===== src/hw/rtl/dac_channel_shadow_and_frame_builder_defines.svh =====
// Assertion macros shared by the DAC frame builder RTL.
// No dependencies; included by the files that carry assertions.
`ifndef DAC_CHANNEL_SHADOW_AND_FRAME_BUILDER_DEFINES_SVH
`define DAC_CHANNEL_SHADOW_AND_FRAME_BUILDER_DEFINES_SVH
// Same-cycle implication under synchronous reset.
`define DCSF_ASSERT_IMP(lbl, clk, rst, ante, cons) \
   lbl: assert property (@(posedge clk) disable iff (rst) (ante) |-> (cons)) \
      else $error("dcsf assertion failed");
// Next-cycle implication under synchronous reset.
`define DCSF_ASSERT_NXT(lbl, clk, rst, ante, cons) \
   lbl: assert property (@(posedge clk) disable iff (rst) (ante) |=> (cons)) \
      else $error("dcsf assertion failed");
`endif


===== src/hw/rtl/dcsf_pkg.sv =====
// Types, codes and span tables for the DAC frame builder.
// No dependencies.
`default_nettype none
package dcsf_pkg;
   localparam int DCSF_CHANNELS = 16;
   localparam int QDEPTH = 2;

   localparam logic [3:0] OP_SPAN = 4'd0;
   localparam logic [3:0] OP_SPAN_ALL = 4'd1;
   localparam logic [3:0] OP_CODE = 4'd2;
   localparam logic [3:0] OP_VOLT = 4'd3;
   localparam logic [3:0] OP_PDOWN = 4'd5;
   localparam logic [3:0] OP_PDOWN_ALL = 4'd6;
   localparam logic [3:0] OP_MUX_ON = 4'd7;
   localparam logic [3:0] OP_MUX_OFF = 4'd8;

   localparam logic [2:0] K_NONE = 3'd0;
   localparam logic [2:0] K_SPAN = 3'd1;
   localparam logic [2:0] K_SPAN_ALL = 3'd2;
   localparam logic [2:0] K_CODE = 3'd3;
   localparam logic [2:0] K_VOLT = 3'd4;
   localparam logic [2:0] K_OTHER = 3'd5;

   localparam logic [3:0] CMD_SPAN = 4'h6;
   localparam logic [3:0] CMD_SPAN_ALL = 4'hE;
   localparam logic [3:0] CMD_CODE = 4'h3;
   localparam logic [3:0] CMD_PDOWN = 4'h4;
   localparam logic [3:0] CMD_PDOWN_ALL = 4'h5;
   localparam logic [3:0] CMD_MUX = 4'hB;

   // ceil(2^22 / 5); exact floor division by five for values below 2^19.
   localparam logic [19:0] RECIP5 = 20'd838861;

   typedef struct packed {
      logic [2:0] kind;
      logic [7:0] cmd;
      logic [15:0] data;
      logic [3:0] ch;
      logic [3:0] span;
      logic signed [20:0] volts;
      logic [23:0] echo;
   } item_type;

   function automatic logic signed [21:0] span_lo_volts(input logic [3:0] s);
      case (s)
         4'd2: span_lo_volts = -22'sd327680;
         4'd3: span_lo_volts = -22'sd655360;
         4'd4: span_lo_volts = -22'sd163840;
         default: span_lo_volts = 22'sd0;
      endcase
   endfunction

   function automatic logic signed [21:0] span_hi_volts(input logic [3:0] s);
      case (s)
         4'd0: span_hi_volts = 22'sd327680;
         4'd1: span_hi_volts = 22'sd655360;
         4'd2: span_hi_volts = 22'sd327680;
         4'd3: span_hi_volts = 22'sd655360;
         4'd4: span_hi_volts = 22'sd163840;
         default: span_hi_volts = 22'sd0;
      endcase
   endfunction

   // Span width is five times 2^(16 + shift); the multiple is width / 65536.
   function automatic logic [1:0] span_shift(input logic [3:0] s);
      case (s)
         4'd1, 4'd2: span_shift = 2'd1;
         4'd3: span_shift = 2'd2;
         default: span_shift = 2'd0;
      endcase
   endfunction

   function automatic logic [4:0] span_mult(input logic [3:0] s);
      case (s)
         4'd0, 4'd4: span_mult = 5'd5;
         4'd1, 4'd2: span_mult = 5'd10;
         4'd3: span_mult = 5'd20;
         default: span_mult = 5'd0;
      endcase
   endfunction
endpackage
`default_nettype wire


===== src/hw/rtl/dac_channel_shadow_and_frame_builder.sv =====
// Each accepted request waits in the queue until the back end loads it in IDLE; the back end then
// steps through SCALE, DIV, WRITE, READ and OUT, which registers the result. It takes a new request
// only from IDLE; a 2-entry request queue lets start be taken while the back end works.
// The result strobe lasts one cycle; the receiver cannot stall it.
// Synchronous reset clears the queue, the sequencer, all channel shadows (span 0, code 0),
// the last frame and the verified flag.
`default_nettype none
module dac_channel_shadow_and_frame_builder import dcsf_pkg::*; #(
   parameter int CHANNELS = DCSF_CHANNELS
) (
   input wire logic clock,
   input wire logic reset,
   input wire logic start,
   output logic busy,
   input wire logic [3:0] req_operation,
   input wire logic [3:0] req_channel,
   input wire logic [3:0] req_span,
   input wire logic [15:0] req_code,
   input wire logic signed [20:0] req_volts,
   input wire logic [23:0] req_echo,
   output logic rsp_strobe,
   output logic rsp_frame_sent,
   output logic [23:0] rsp_frame,
   output logic rsp_verified,
   output logic [15:0] rsp_code_out,
   output logic signed [20:0] rsp_volts_out
);
   logic q_valid, q_pop;
   item_type q_item;

   dcsf_front u_front (
      .clock(clock), .reset(reset), .start(start), .busy(busy),
      .req_operation(req_operation), .req_channel(req_channel), .req_span(req_span),
      .req_code(req_code), .req_volts(req_volts), .req_echo(req_echo),
      .q_valid(q_valid), .q_item(q_item), .q_pop(q_pop)
   );

   dcsf_back #(.CHANNELS(CHANNELS)) u_back (
      .clock(clock), .reset(reset), .q_valid(q_valid), .q_item(q_item), .q_pop(q_pop),
      .rsp_strobe(rsp_strobe), .rsp_frame_sent(rsp_frame_sent), .rsp_frame(rsp_frame),
      .rsp_verified(rsp_verified), .rsp_code_out(rsp_code_out),
      .rsp_volts_out(rsp_volts_out)
   );
endmodule
`default_nettype wire


===== src/hw/rtl/dcsf_front.sv =====
// Front end: decodes each request into a command byte and data, and queues it.
// Depends on dcsf_pkg.
`default_nettype none
module dcsf_front import dcsf_pkg::*; (
   input wire logic clock,
   input wire logic reset,
   input wire logic start,
   output logic busy,
   input wire logic [3:0] req_operation,
   input wire logic [3:0] req_channel,
   input wire logic [3:0] req_span,
   input wire logic [15:0] req_code,
   input wire logic signed [20:0] req_volts,
   input wire logic [23:0] req_echo,
   output logic q_valid,
   output item_type q_item,
   input wire logic q_pop
);
   localparam int PW = (QDEPTH > 1) ? $clog2(QDEPTH) : 1;
   localparam int CW = $clog2(QDEPTH + 1);

   item_type slot_ff [QDEPTH];
   logic [PW-1:0] wr_ptr_ff, wr_ptr_in, rd_ptr_ff, rd_ptr_in;
   logic [CW-1:0] cnt_ff, cnt_in;
   item_type dec;
   logic push;

   always_comb begin
      dec = '0;
      dec.ch = req_channel;
      dec.span = req_span;
      dec.volts = req_volts;
      dec.echo = req_echo;
      case (req_operation)
         OP_SPAN: begin
            dec.kind = K_SPAN; dec.cmd = {CMD_SPAN, req_channel};
            dec.data = {12'd0, req_span};
         end
         OP_SPAN_ALL: begin
            dec.kind = K_SPAN_ALL; dec.cmd = {CMD_SPAN_ALL, 4'd0};
            dec.data = {12'd0, req_span};
         end
         OP_CODE: begin
            dec.kind = K_CODE; dec.cmd = {CMD_CODE, req_channel}; dec.data = req_code;
         end
         OP_VOLT: begin
            dec.kind = K_VOLT; dec.cmd = {CMD_CODE, req_channel};
         end
         OP_PDOWN: begin
            dec.kind = K_OTHER; dec.cmd = {CMD_PDOWN, req_channel};
         end
         OP_PDOWN_ALL: begin
            dec.kind = K_OTHER; dec.cmd = {CMD_PDOWN_ALL, 4'd0};
         end
         OP_MUX_ON: begin
            dec.kind = K_OTHER; dec.cmd = {CMD_MUX, 4'd0};
            dec.data = {11'd0, 1'b1, req_channel};
         end
         OP_MUX_OFF: begin
            dec.kind = K_OTHER; dec.cmd = {CMD_MUX, 4'd0};
         end
         default: dec.kind = K_NONE;
      endcase
   end

   assign busy = (cnt_ff == CW'(QDEPTH));
   assign push = start && !busy;
   assign q_valid = (cnt_ff != '0);
   assign q_item = slot_ff[rd_ptr_ff];

   always_comb begin
      wr_ptr_in = wr_ptr_ff;
      rd_ptr_in = rd_ptr_ff;
      if (push) wr_ptr_in = (wr_ptr_ff == PW'(QDEPTH - 1)) ? '0 : wr_ptr_ff + 1'b1;
      if (q_pop) rd_ptr_in = (rd_ptr_ff == PW'(QDEPTH - 1)) ? '0 : rd_ptr_ff + 1'b1;
      cnt_in = cnt_ff + CW'(push) - CW'(q_pop);
   end

   always_ff @(posedge clock) begin
      if (reset) begin
         wr_ptr_ff <= '0;
         rd_ptr_ff <= '0;
         cnt_ff <= '0;
      end else begin
         wr_ptr_ff <= wr_ptr_in;
         rd_ptr_ff <= rd_ptr_in;
         cnt_ff <= cnt_in;
      end
      if (push) slot_ff[wr_ptr_ff] <= dec;
   end
endmodule
`default_nettype wire


===== src/hw/rtl/dcsf_back.sv =====
// Back end: scales voltages, keeps the channel shadows, builds frames and results.
// Depends on dcsf_pkg and the shared assertion macros.
`default_nettype none
`include "dac_channel_shadow_and_frame_builder_defines.svh"
module dcsf_back import dcsf_pkg::*; #(
   parameter int CHANNELS = DCSF_CHANNELS
) (
   input wire logic clock,
   input wire logic reset,
   input wire logic q_valid,
   input wire item_type q_item,
   output logic q_pop,
   output logic rsp_strobe,
   output logic rsp_frame_sent,
   output logic [23:0] rsp_frame,
   output logic rsp_verified,
   output logic [15:0] rsp_code_out,
   output logic signed [20:0] rsp_volts_out
);
   localparam int IW = (CHANNELS > 1) ? $clog2(CHANNELS) : 1;
   localparam logic [2:0] ST_IDLE = 3'd0;
   localparam logic [2:0] ST_SCALE = 3'd1;
   localparam logic [2:0] ST_DIV = 3'd2;
   localparam logic [2:0] ST_WRITE = 3'd3;
   localparam logic [2:0] ST_READ = 3'd4;
   localparam logic [2:0] ST_OUT = 3'd5;

   logic [2:0] state_ff;
   item_type it_ff;
   logic [3:0] span_ff [CHANNELS];
   logic [15:0] code_ff [CHANNELS];
   logic [23:0] last_ff;
   logic have_last_ff, verified_ff;
   logic [18:0] nh_ff;
   logic [17:0] nl_ff;
   logic [1:0] sh_ff;
   logic zr_ff;
   logic [38:0] prod_ff;
   logic sent_ff;
   logic [23:0] frame_ff;
   logic [20:0] p_ff;
   logic signed [21:0] lo_ff;
   logic [15:0] code_rd_ff;
   logic strobe_ff;
   logic [23:0] rframe_ff;
   logic rsent_ff, rver_ff;
   logic [15:0] rcode_ff;
   logic signed [20:0] rvolts_ff;

   logic ok;
   logic [IW-1:0] idx;
   logic [3:0] sp_ch;
   logic signed [21:0] lo, hi, vcl, dd;
   logic [36:0] nn;
   logic [16:0] q;
   logic [18:0] r19;
   logic [20:0] rem, den;
   logic [17:0] lmask;
   logic up;
   logic [15:0] cval, data;
   logic [23:0] frame;
   logic sends;
   logic [5:0] q1;
   logic [16:0] r1;
   logic up2;
   logic signed [22:0] vsum;

   assign ok = ({1'b0, it_ff.ch} < 5'(CHANNELS));
   assign idx = it_ff.ch[IW-1:0];
   assign sp_ch = ok ? span_ff[idx] : 4'd0;
   assign q_pop = (state_ff == ST_IDLE) && q_valid;

   // Clamp and scale: code = D * 65535 / (5 * 2^(16 + shift)).
   always_comb begin
      lo = span_lo_volts(sp_ch);
      hi = span_hi_volts(sp_ch);
      vcl = 22'(it_ff.volts);
      if (vcl < lo) vcl = lo;
      if (vcl > hi) vcl = hi;
      dd = vcl - lo;
      nn = ({16'd0, dd[20:0]} << 16) - {16'd0, dd[20:0]};
   end

   always_comb begin
      q = prod_ff[38:22];
      r19 = nh_ff - 19'(q * 3'd5);
      lmask = 18'((19'd1 << (5'd16 + 5'(sh_ff))) - 19'd1);
      rem = (21'(r19[2:0]) << (5'd16 + 5'(sh_ff))) | 21'(nl_ff & lmask);
      den = 21'(21'd5 << (5'd16 + 5'(sh_ff)));
      up = ({rem, 1'b0} > {1'b0, den});
      cval = zr_ff ? 16'd0 : 16'(q + 17'(up));
      data = (it_ff.kind == K_VOLT) ? cval : it_ff.data;
      frame = {it_ff.cmd, data};
      sends = (it_ff.kind != K_NONE);
   end

   // Readback: volts = P + round(P / 65535) + min, where P = code * width / 65536.
   always_comb begin
      q1 = {1'b0, p_ff[20:16]};
      r1 = 17'(p_ff[15:0]) + 17'(p_ff[20:16]);
      if (r1 >= 17'd65535) begin
         q1 = q1 + 6'd1;
         r1 = r1 - 17'd65535;
      end
      up2 = (r1 > 17'd32767);
      vsum = 23'(p_ff) + 23'(q1) + 23'(up2) + 23'(lo_ff);
   end

   always_ff @(posedge clock) begin
      if (reset) begin
         state_ff <= ST_IDLE;
         strobe_ff <= 1'b0;
         have_last_ff <= 1'b0;
         verified_ff <= 1'b0;
         last_ff <= '0;
         for (int i = 0; i < CHANNELS; i++) begin
            span_ff[i] <= '0;
            code_ff[i] <= '0;
         end
      end else begin
         strobe_ff <= 1'b0;
         case (state_ff)
            ST_IDLE: begin
               if (q_valid) begin
                  it_ff <= q_item;
                  state_ff <= ST_SCALE;
               end
            end
            ST_SCALE: begin
               nh_ff <= nn[16 + 32'(span_shift(sp_ch)) +: 19];
               nl_ff <= nn[17:0];
               sh_ff <= span_shift(sp_ch);
               zr_ff <= (sp_ch > 4'd4);
               state_ff <= ST_DIV;
            end
            ST_DIV: begin
               prod_ff <= 39'(nh_ff * RECIP5);
               state_ff <= ST_WRITE;
            end
            ST_WRITE: begin
               sent_ff <= sends;
               frame_ff <= sends ? frame : 24'd0;
               if (sends) begin
                  verified_ff <= have_last_ff && (it_ff.echo == last_ff);
                  last_ff <= frame;
                  have_last_ff <= 1'b1;
               end
               case (it_ff.kind)
                  K_SPAN: if (ok) span_ff[idx] <= it_ff.span;
                  K_SPAN_ALL: begin
                     for (int i = 0; i < CHANNELS; i++) span_ff[i] <= it_ff.span;
                  end
                  K_CODE, K_VOLT: if (ok) code_ff[idx] <= data;
                  default: ;
               endcase
               state_ff <= ST_READ;
            end
            ST_READ: begin
               code_rd_ff <= ok ? code_ff[idx] : 16'd0;
               p_ff <= ok ? 21'(code_ff[idx] * span_mult(span_ff[idx])) : 21'd0;
               lo_ff <= ok ? span_lo_volts(span_ff[idx]) : 22'sd0;
               state_ff <= ST_OUT;
            end
            ST_OUT: begin
               strobe_ff <= 1'b1;
               rsent_ff <= sent_ff;
               rframe_ff <= frame_ff;
               rver_ff <= verified_ff;
               rcode_ff <= code_rd_ff;
               rvolts_ff <= 21'(vsum);
               state_ff <= ST_IDLE;
            end
            default: state_ff <= ST_IDLE;
         endcase
      end
   end

   assign rsp_strobe = strobe_ff;
   assign rsp_frame_sent = rsent_ff;
   assign rsp_frame = rframe_ff;
   assign rsp_verified = rver_ff;
   assign rsp_code_out = rcode_ff;
   assign rsp_volts_out = rvolts_ff;

   `DCSF_ASSERT_NXT(a_strobe_after_out, clock, reset, state_ff == ST_OUT, strobe_ff)
   `DCSF_ASSERT_IMP(a_strobe_in_idle, clock, reset, strobe_ff, state_ff == ST_IDLE)
   `DCSF_ASSERT_IMP(a_no_frame_zero, clock, reset, strobe_ff && !rsent_ff, rframe_ff == 24'd0)
   `DCSF_ASSERT_IMP(a_sent_has_last, clock, reset, strobe_ff && rsent_ff,
                    have_last_ff && last_ff == rframe_ff)
endmodule
`default_nettype wire


===== config.mk =====
export PLATFORM = sky130hd
export DESIGN_NAME = dac_channel_shadow_and_frame_builder
export DESIGN_NICKNAME = d
export VERILOG_FILES = /design/src/hw/rtl/dcsf_pkg.sv /design/src/hw/rtl/dac_channel_shadow_and_frame_builder.sv /design/src/hw/rtl/dcsf_front.sv /design/src/hw/rtl/dcsf_back.sv
export VERILOG_INCLUDE_DIRS = /design/src /design/src/hw/rtl
export SDC_FILE = /design/constraint.sdc
export NUM_CORES = 1
export LEC_CHECK = 0
export ABC_AREA = 0
export BUFFER_PORTS_ARGS = -buffer_cell sky130_fd_sc_hd__buf_4
export CORE_UTILIZATION = 50
export CTS_CLUSTER_SIZE = 16
export DETAILED_ROUTE_END_ITERATION = 7
export GPL_TIMING_DRIVEN = 0
export PLACE_DENSITY = 0.67
export RECOVER_POWER = 50
export SYNTH_ARGS = -nofsm -noshare
export SYNTH_HDL_FRONTEND = slang
export SYNTH_HIERARCHICAL = 1
export SYNTH_SLANG_ARGS = --single-unit

===== constraint.sdc =====
create_clock -name clock -period 11.25 [get_ports clock]
set_input_delay 0.5625 -clock clock [delete_from_list [all_inputs] [get_ports clock]]
set_output_delay 0.5625 -clock clock [all_outputs]
set_load 0.02 [all_outputs]

Word level (Yosys, flattened, before mapping)
Memories as Yosys holds them, arrays and structs flattened. A register that Yosys moved wholly into a read port is not among the register bits.
Index checks and enable logic that the tools add are counted.
Storage, ports and cells
  register bits after elaboration: 259
  output and inout port bits: 65
  memory bits (writable): 480
  bits in read-only memories: 0
  input bits: 76
  memories: 3
  latch bits: 0
  word-level logic and storage cells: 185
Operators by class
  $lt $le $gt $ge: 6
  multiply operators: 3
  shift-type cells: 4
  muxes and demuxes: 60
  eq/ne operators: 23
  div/mod/pow operators: 0
  bitwise logic cells: 19
  reduce and logical (&&, ||, !) cells: 27
  $add $sub $neg: 17
Memories
  u_back.code_ff: depth 16, width 16, read ports 1, clocked after memory_dff 0, write ports 16, line dcsf_back.sv:31  | logic [15:0] code_ff [CHANNELS];
  u_front.slot_ff: depth 2, width 80, read ports 1, clocked after memory_dff 1, write ports 1, line dcsf_front.sv:22  | item_type slot_ff [QDEPTH];
  u_back.span_ff: depth 16, width 4, read ports 1, clocked after memory_dff 0, write ports 16, line dcsf_back.sv:30  | logic [3:0] span_ff [CHANNELS];
Operator list (number)
  $mux 4: 19
  $pmux 22 s3: 1
  $pmux 20 s3: 1
  $mux 16: 3
  $pmux 16 s3: 1
  $pmux 8 s6: 1
  $gt 22x21->1: 2
  $mul 19x20->39 const B: 1
  $shiftx 37x33->19: 1
  $sub 37x21->37: 1
  $pmux 3 s5: 2
  $eq 24x24->1: 1
  $lt 21x22->1: 1
  $mux 22: 1
  $add 21x1->21: 1
  $add 21x21->21: 1
  $add 21x6->21: 1
  $mul 16x5->21: 1
  $mux 1: 21
  $mux 21: 1
  $or 21x21->21: 1
  $shl 3x5->21: 1
  $shl 3x5->21 const A: 1
  $sub 21x21->21: 1
  46 further kinds: 93

Longest topological paths before layout
Gate-level depths: netlist of run 1.
  word-level depth: 10
  depth in mapped cells: 42
  depth with buffers taken out: 39

Hierarchy
The synthesis of run 1 kept the hierarchy.
By module, submodules not included
  dcsf_back: seq. area each 18277.5 sq um, area each 34702.0 sq um, instances 1, cells an instance 2712
  dcsf_front: seq. area each 4904.7 sq um, area each 6357.3 sq um, instances 1, cells an instance 334

Worst setup path after synthesis of run 1
OpenSTA, ideal clock, no wires.
  path type: reg-to-reg
  from: register with a tool-made name
  to: register u_back.nh_ff[2] (data pin)
  slack: 2286 ps
  required time: 10989 ps
  cell stages (with the launch flop): 39
  arrival time: 8703 ps
  buffers on the path: 3
  library setup time: 261 ps
  clock period less this slack: 8964 ps
  cells stage by stage: dfxtp_1 > buf_6 > buf_12 > mux4_1 > a221oi_2 > nor3_1 > a21oi_1 > ha_1 > o21a_1 > o211ai_1 > a21oi_1 > o21ai_4 > nand2_1 > o21a_1 > ha_1 > nor2b_1 > o21a_1 > o21ai_0 > (+3 left out) > o21ai_4 > mux2_1 > ha_1 > a21o_1 > a21o_1 > a21o_1 > a21oi_1 > xnor2_1 > xnor2_1 > ha_1 > and3_1 > clkbuf_1 > a221o_1 > nand2_1 > o31ai_1 > a22o_1 > mux2_4 > a221o_1
RTL lines
  to (signal assigned): line dcsf_back.sv:130  | nh_ff <= nn[16 + 32'(span_shift(sp_ch)) +: 19];
  to (decl): line dcsf_back.sv:34  | logic [18:0] nh_ff;

==> summary.md, run 1 <==
| Metric | Value |
|---|---|
| Result of the run | `finished, violations left` |
| Violated checks | `max-capacitance violations, max-slew violations` |
| Deepest level of the CTS H-tree | `3` |
| Number of buffers created by CTS | `82` |
| Worst clock skew | `43.17 ps` |
| Root cell of the clock tree | `clkbuf_16` |
| Effective utilization at floorplan | `50.73%` |
| CTS Sinks | `785` |
| Final-report max-slew violation count | `409` |
| Maximum clock path buffer count | `3` |
| Yosys Warn Count | `6` |
| Fraction of post-synthesis cell area in the top cell type by area | `54.56%` |
| Vias | `24.98k` |
| Vertical die dimension | `288.6 µm` |
| Cell count after synthesis | `3046` |
| Cell type of the slowest stage on the worst timing path | `nor3_1` |
| MaxCap Viol Count | `12` |
| Number of inserted diodes | `0` |
| Largest cells by area after synthesis | `edfxtp_1, fa_1, ha_1` |
| Worst max-slew margin expressed relative to the limit | `-85.68%` |
| DR DRC count | `0` |
| Avg Vias per Cell | `5.664` |
| Post-Synthesis Mean Instance Area | `13.48 µm²` |
| Arrival time at the worst endpoint | `11210 ps` |
| Worst slack on hold paths | `109.5 ps` |
| Post-Syn Area | `41060 µm²` |
| Wire length of the first global-routing pass | `148.1 mm` |
| Core utilization of the finished layout | `56.70%` |
| Layout overhead on the synthesized area | `11.77%` |
| Worst Path Required | `11630 ps` |
| Number of placement rows | `104` |
| Aggregate global routing overflow | `0` |
| Total negative setup slack | `0 ps` |
| Width of the die | `288.6 µm` |
| Largest net degree at the start of global routing | `50` |
| Ys flop type | `edfxtp_1` |
| Number of buffers inserted by port buffering | `140` |
| Vias in the first global route | `25.61k` |
| Synth Register Bits | `785` |
| Die footprint | `83270 µm²` |
| Fraction of layout cells with a size suffix above 1 | `12.15%` |
| Critical path type | `flip-flop to flip-flop` |
| Clock edge transition at the registers on the reported setup and hold paths | `60 ps` |
| Number of antenna violations at the first check in global routing | `2` |
| Worst Hold Class | `input pin to flip-flop` |
| Placer Congestion | `0.8959` |
| Later-pin clock latency in the skew report | `660 ps` |
| Placeable core region | `80940 µm²` |
| TritonCTS clock tree | `yes` |
| Post-synthesis cell type with the largest combined area | `edfxtp_1` |
| Final clock period utilization by the worst path | `96.29%` |
| Post-synth EDFFs | `746` |
| Proportion of synthesized flip-flops having asynchronous set or reset | `0%` |
| Nature of the critical path startpoint | `flip-flop` |
| Fmax | `92.31 MHz` |
| Number of nets produced by synthesis | `3481` |
| Final routed wire length divided by cell count | `22.13 µm` |
| Delay contributed by the slowest stage of the critical path | `780 ps` |
| Number of nets at the end of the flow | `3717` |
| Shortest clock period the worst path allows after layout | `10830 ps` |
| Setup repair bufs after CTS | `0` |
| Top cell by count, worst path | `ha_1` |
| # setup viols final | `0` |
| Detailed Place HPWL | `73.44 mm` |
| Setup repair after global routing missed its margin | `no` |
| Largest fanout of any net on the critical path | `10` |
| Measured slew at the worst slew-check pin | `2785 ps` |
| Overall routing resource usage | `23.62%` |
| Number of hold-slack violations in the final timing report | `0` |
| Count of distinct cell types in the synthesized netlist | `90` |
| Ports placed on the boundary | `141` |
| Total wirelength of the detailed-routed design | `97.59 mm` |
| First DRT Iteration DRCs | `2206` |
| Length of the first detailed-routing pass in iterations | `6` |
| Remaining antenna violation count | `0` |
| Endpoint type of the worst setup path | `flip-flop` |
| Part of the Yosys area used for sequential elements | `56.46%` |
-- cells in the final DEF, fill, tap and decap left out, drive strengths merged, types with 25 or more instances in the layout --
cell | Yosys | final
xnor2 | 102 | 102
fa | 146 | 146
edfxtp | 746 | 746
xor2 | 34 | 34
nor2 | 378 | 378
and2 | 74 | 74
a21oi | 74 | 74
nor3 | 37 | 37
clkinv | 0 | 39
nor2b | 26 | 26
nand3 | 38 | 38
o21ai | 82 | 82
nand2b | 29 | 29
mux4 | 96 | 96
buf | 34 | 45
nand2 | 158 | 158
dfxtp | 39 | 39
inv | 269 | 271
a21o | 25 | 25
ha | 213 | 213
clkbuf | 89 | 328
mux2 | 93 | 93
-- Yosys cell counts, types with 13 or more instances --
cell type	number
edfxtp_1	746
nor2_1	378
inv_1	268
ha_1	213
nand2_1	157
fa_1	146
xnor2_1	102
mux4_2	92
clkbuf_1	89
mux2_2	87
and2_1	74
a21oi_1	72
o21ai_0	72
dfxtp_1	39
nand3_1	38
nor3_1	35
xor2_1	34
nand2b_1	29
nor2b_1	26
buf_2	25
a21o_1	24
and3_1	24
a211oi_1	23
a22oi_1	23
o21a_1	16
nand4_1	13
-- what timing repair did --
item | in CTS | in global routing
resized for setup | 0 | 1
hold buffers | 0 | 0
setup endpoints to repair | 0 | 5
-- metrics by stage --
step	std cells	setup slack, ps	area [µm²]
CTS	4408	368.2	46410
finish	4410	416.9	45890
global route	4410	50.70	45890
floorplan	3046	2286	41060
global placement	4246	532.6	43440
detailed placement	4256	379.7	43670
-- logic make-up after synthesis --
family,count (synthesis),synth area share [%]
flip-flops,785,56.46
AO/OA/AOI/OAI,336,5.586
AND/OR/NAND/NOR,840,9.590
buffers and inverters,392,3.773
multiplexers,197,8.057
adder cells (fa/ha/maj),360,13.63
XOR/XNOR,136,2.901
-- worst paths after layout --
| kind | from | end | slack [ps] | cells past startpoint |
|---|---|---|---|---|
| worst max-delay path | flip-flop | u_back/nh_ff[2] | 420 | 39 |
| worst min-delay path | req_echo[23] | u_front/slot_ff[0][23] | 110 | 1 |
| worst max register to register | flip-flop | u_back/nh_ff[2] | 420 | 39 |
| worst min register to register | u_back/code_rd_ff[1] | u_back/rsp_code_out[1] | 420 | 0 |
-- final cells by class --
class,instances,area [µm²]
fill,6600,35050
sequential,785,23180
multi-input combinational,1869,16320
clock buffer,98,2112
tap,1060,1326
inverter,269,1011
timing repair buffer,152,795.8
clock inverter,54,621.8
buffer,123,523.0
-- worst max-delay path: cells and delay by family (launching register included) --
family	cells	cell delay (ps)
and+or+nand+nor	8	1970
muxes	3	1180
buffers and inverters	4	1120
AOI/OAI and AO/OA	17	3900
DFF	1	300
adders and majority gates	5	1650
xor gates and xnor gates	2	470
-- sequential cells by signal, indices dropped and copies added (netlist names), 3 cells and up, named ones only --
name,cells
u_back/code_ff,256
u_front/slot_ff,160
u_back/it_ff,68
u_back/span_ff,64
u_back/frame_ff,24
u_back/last_ff,24
u_back/rsp_frame,24
u_back/p_ff,21
u_back/rsp_volts_out,21
u_back/nh_ff,19
u_back/nl_ff,18
u_back/code_rd_ff,16
u_back/prod_ff,16
u_back/rsp_code_out,16
u_back/frame,8
u_back/lo_ff,5
u_back/idx,4
u_back/state_ff,3
-- per-layer routing --
layer | routed length, µm | share of wire (%) | up-vias | global-route usage (%)
met3 | 6106 | 6.3 | 200 | 3.728
met1 | 39920 | 41 | 12469 | 30.57
met5 | 13 | 0.013 | - | 0
met4 | 3662 | 3.8 | 2 | 8.624
li1 | - | - | 11443 | -
met2 | 47890 | 49 | 863 | 40.25
Power of run 1 is not shown: default switching activity piles up to over one toggle a cycle in this logic, so the estimate is an artifact.
==> inputs of run 2 (changes only) <==
CORE_ASPECT_RATIO = 0.75   (was not set)
==> run 2 against run 1 <==
The run still ends with max-capacitance violations, max-slew violations left. Global-route usage up 0.58 points. First-iteration DRC count grew 33%. Critical path depth stayed put. Fmax rose by 3.9%. Sequential share of layout area increased by 0.27 points. Register-to-register slack better by 410 ps. Wire length increased by 2.1%. Via count up 2.2%. Highest routed layer unchanged.
==> summary.md, run 2 (synthesized netlist as in run 1, its figures left out) <==
| Metric | Value |
|---|---|
| Result of the run | `finished, violations left` |
| Violated checks | `max-capacitance violations, max-slew violations` |
| Final routed wire length divided by cell count | `22.65 µm` |
| Worst max-slew margin expressed relative to the limit | `-147.0%` |
| Arrival time at the worst endpoint | `10780 ps` |
| Clock edge transition at the registers on the reported setup and hold paths | `60 ps` |
| Delay contributed by the slowest stage of the critical path | `540 ps` |
| Number of inserted diodes | `0` |
| Instance count after placement with tap cells included | `4254` |
| Remaining antenna violation count | `0` |
| Commonest non-fill, non-tap cells in the layout | `edfxtp_1, nor2_1, inv_1` |
| Dominant delay contributor by cell family on the critical path | `compound AO/OA/AOI/OAI gates` |
| Effective utilization at floorplan | `50.78%` |
| Vias | `25.54k` |
| Later-pin clock latency in the skew report | `660 ps` |
| Total wirelength of the detailed-routed design | `99.65 mm` |
| GRT met3 Usage | `4.181%` |
| Aggregate global routing overflow | `0` |
| Total negative setup slack | `0 ps` |
| Number of nets at the end of the flow | `3710` |
| # setup viols final | `0` |
| Number of buffers inserted by port buffering | `140` |
| Number of antenna violations at the first check in global routing | `3` |
| Setup repair after global routing missed its margin | `no` |
| Final Instance Count excl. Fillers | `4399` |
| Die footprint | `83280 µm²` |
| Final-report max-slew violation count | `324` |
| Length of the first detailed-routing pass in iterations | `6` |
| Endpoint type of the worst setup path | `flip-flop` |
| MaxCap Viol Count | `8` |
| Root cell of the clock tree | `clkbuf_16` |
| Number of buffers created by CTS | `78` |
| Layout overhead on the synthesized area | `11.18%` |
| Number of placement rows | `90` |
| First DRT Iteration DRCs | `2935` |
| Number of hold-slack violations in the final timing report | `0` |
| CTS Sinks | `785` |
| Overall routing resource usage | `24.20%` |
| Largest net degree at the start of global routing | `63` |
| Final-layout fill cell count | `6554` |
| Number of stages on the worst hold path | `1` |
| Most Used Layer, Global Route | `met1` |
| CTS hold repair buffers | `0` |
| Cell type of the slowest stage on the worst timing path | `nor3_2` |
| Vias in the first global route | `25.45k` |
| DR DRC count | `0` |
| Placer Congestion | `0.9111` |
| Largest register FFs | `256` |
| Top cell by count, worst path | `nand2_1` |
| Worst clock skew | `23.48 ps` |
| Placeable core region | `80850 µm²` |
| Shortest clock period the worst path allows after layout | `10420 ps` |
| Worst Hold Class | `input pin to flip-flop` |
| Most frequent standard cell in the layout excluding fill and tap cells | `edfxtp_1` |
| Fmax | `95.93 MHz` |
| Critical path type | `flip-flop to flip-flop` |
| Core utilization of the finished layout | `56.46%` |
| Width of the die | `332.9 µm` |
| Nature of the critical path startpoint | `flip-flop` |
| Measured slew at the worst slew-check pin | `3705 ps` |
| Depth of the critical timing path with buffers and inverters included | `39` |
| Worst Path Buf+Inv | `6` |
| Met2 track demand over resource | `35.27%` |
| Deepest level of the CTS H-tree | `3` |
| Fraction of layout cells with a size suffix above 1 | `11.70%` |
| Ports placed on the boundary | `141` |
| R2r worst-path depth | `39` |
| Met1 Usage GRT | `37.49%` |
| Wire length of the first global-routing pass | `152.9 mm` |
| Post-CTS Resized | `0` |
| Final clock period utilization by the worst path | `92.66%` |
| Worst slack on hold paths | `114.0 ps` |
| Largest fanout of any net on the critical path | `10` |
| Multi-input combinational cell area | `16330 µm²` |
| Worst Path Required | `11610 ps` |
| Maximum clock path buffer count | `3` |
| Largest Register | `u_back/code_ff` |
| TritonCTS clock tree | `yes` |
| Flip-flop and latch area | `23180 µm²` |
| Biggest registers after layout | `u_back/code_ff: 256 flops, u_front/slot_ff: 160 flops, u_back/it_ff: 68 flops` |
| Setup repair bufs after CTS | `0` |
| Avg Vias per Cell | `5.805` |
| Detailed Place HPWL | `73.42 mm` |
| Vertical die dimension | `250.2 µm` |
-- run 2: cell types whose count changed in the layout (fill, tap and decap cells not counted), sizes merged --
cell | before | now
clkinv | 39 | 38
buf | 45 | 42
clkinvlp | 4 | 6
clkbuf | 328 | 325
bufinv | 9 | 5
-- run 2: final cells by class --
class                   count  share of cell area [%]
repair buffers            150                   1.653
clock inverters            51                   1.080
clock buffers              95                   4.462
inverters                 269                   2.215
multi-input cells        1869                   35.77
flip-flops and latches    785                   50.78
plain buffers             122                   1.137
well taps                1058                   2.900
-- run 2: worst paths after layout --
| kind | startpoint | to | slack (ps) |
|---|---|---|---|
| worst min-delay path | req_volts[13] | u_front/slot_ff[0][37] | 110 |
| worst max register to register | flip-flop | u_back/nh_ff[14] | 830 |
| worst max-delay path | flip-flop | u_back/nh_ff[14] | 830 |
| worst min register to register | u_back/frame_ff[6] | u_back/rsp_frame[6] | 410 |
-- run 2: per-layer routing --
| metal | vias up | share of wire, % |
|---|---|---|
| met1 | 12850 | 46 |
| met4 | 2 | 2.4 |
| met3 | 155 | 8.7 |
| met5 | - | 0.014 |
| li1 | 11418 | - |
| met2 | 1112 | 43 |
-- run 2: metrics by stage --
step / cell area (µm²) / setup slack, ps
global route: 45650 / 57.71
finish: 45650 / 826.2
CTS: 46200 / 118.9
detailed placement: 43670 / 177.9
global placement: 43430 / 257.0
floorplan: 41060 / 2286
-- run 2: worst reg2reg max path, delay by kind of cell, from the launching register on --
| family | cells | cell delay, ps |
|---|---|---|
| buffers and inverters | 6 | 1170 |
| adder cells (fa/ha/maj) | 4 | 1240 |
| multiplexers | 1 | 520 |
| AND/OR/NAND/NOR | 9 | 2010 |
| flip-flops | 1 | 330 |
| AO/OA/AOI/OAI | 19 | 4880 |
Power of run 2 is left out for the same reason.
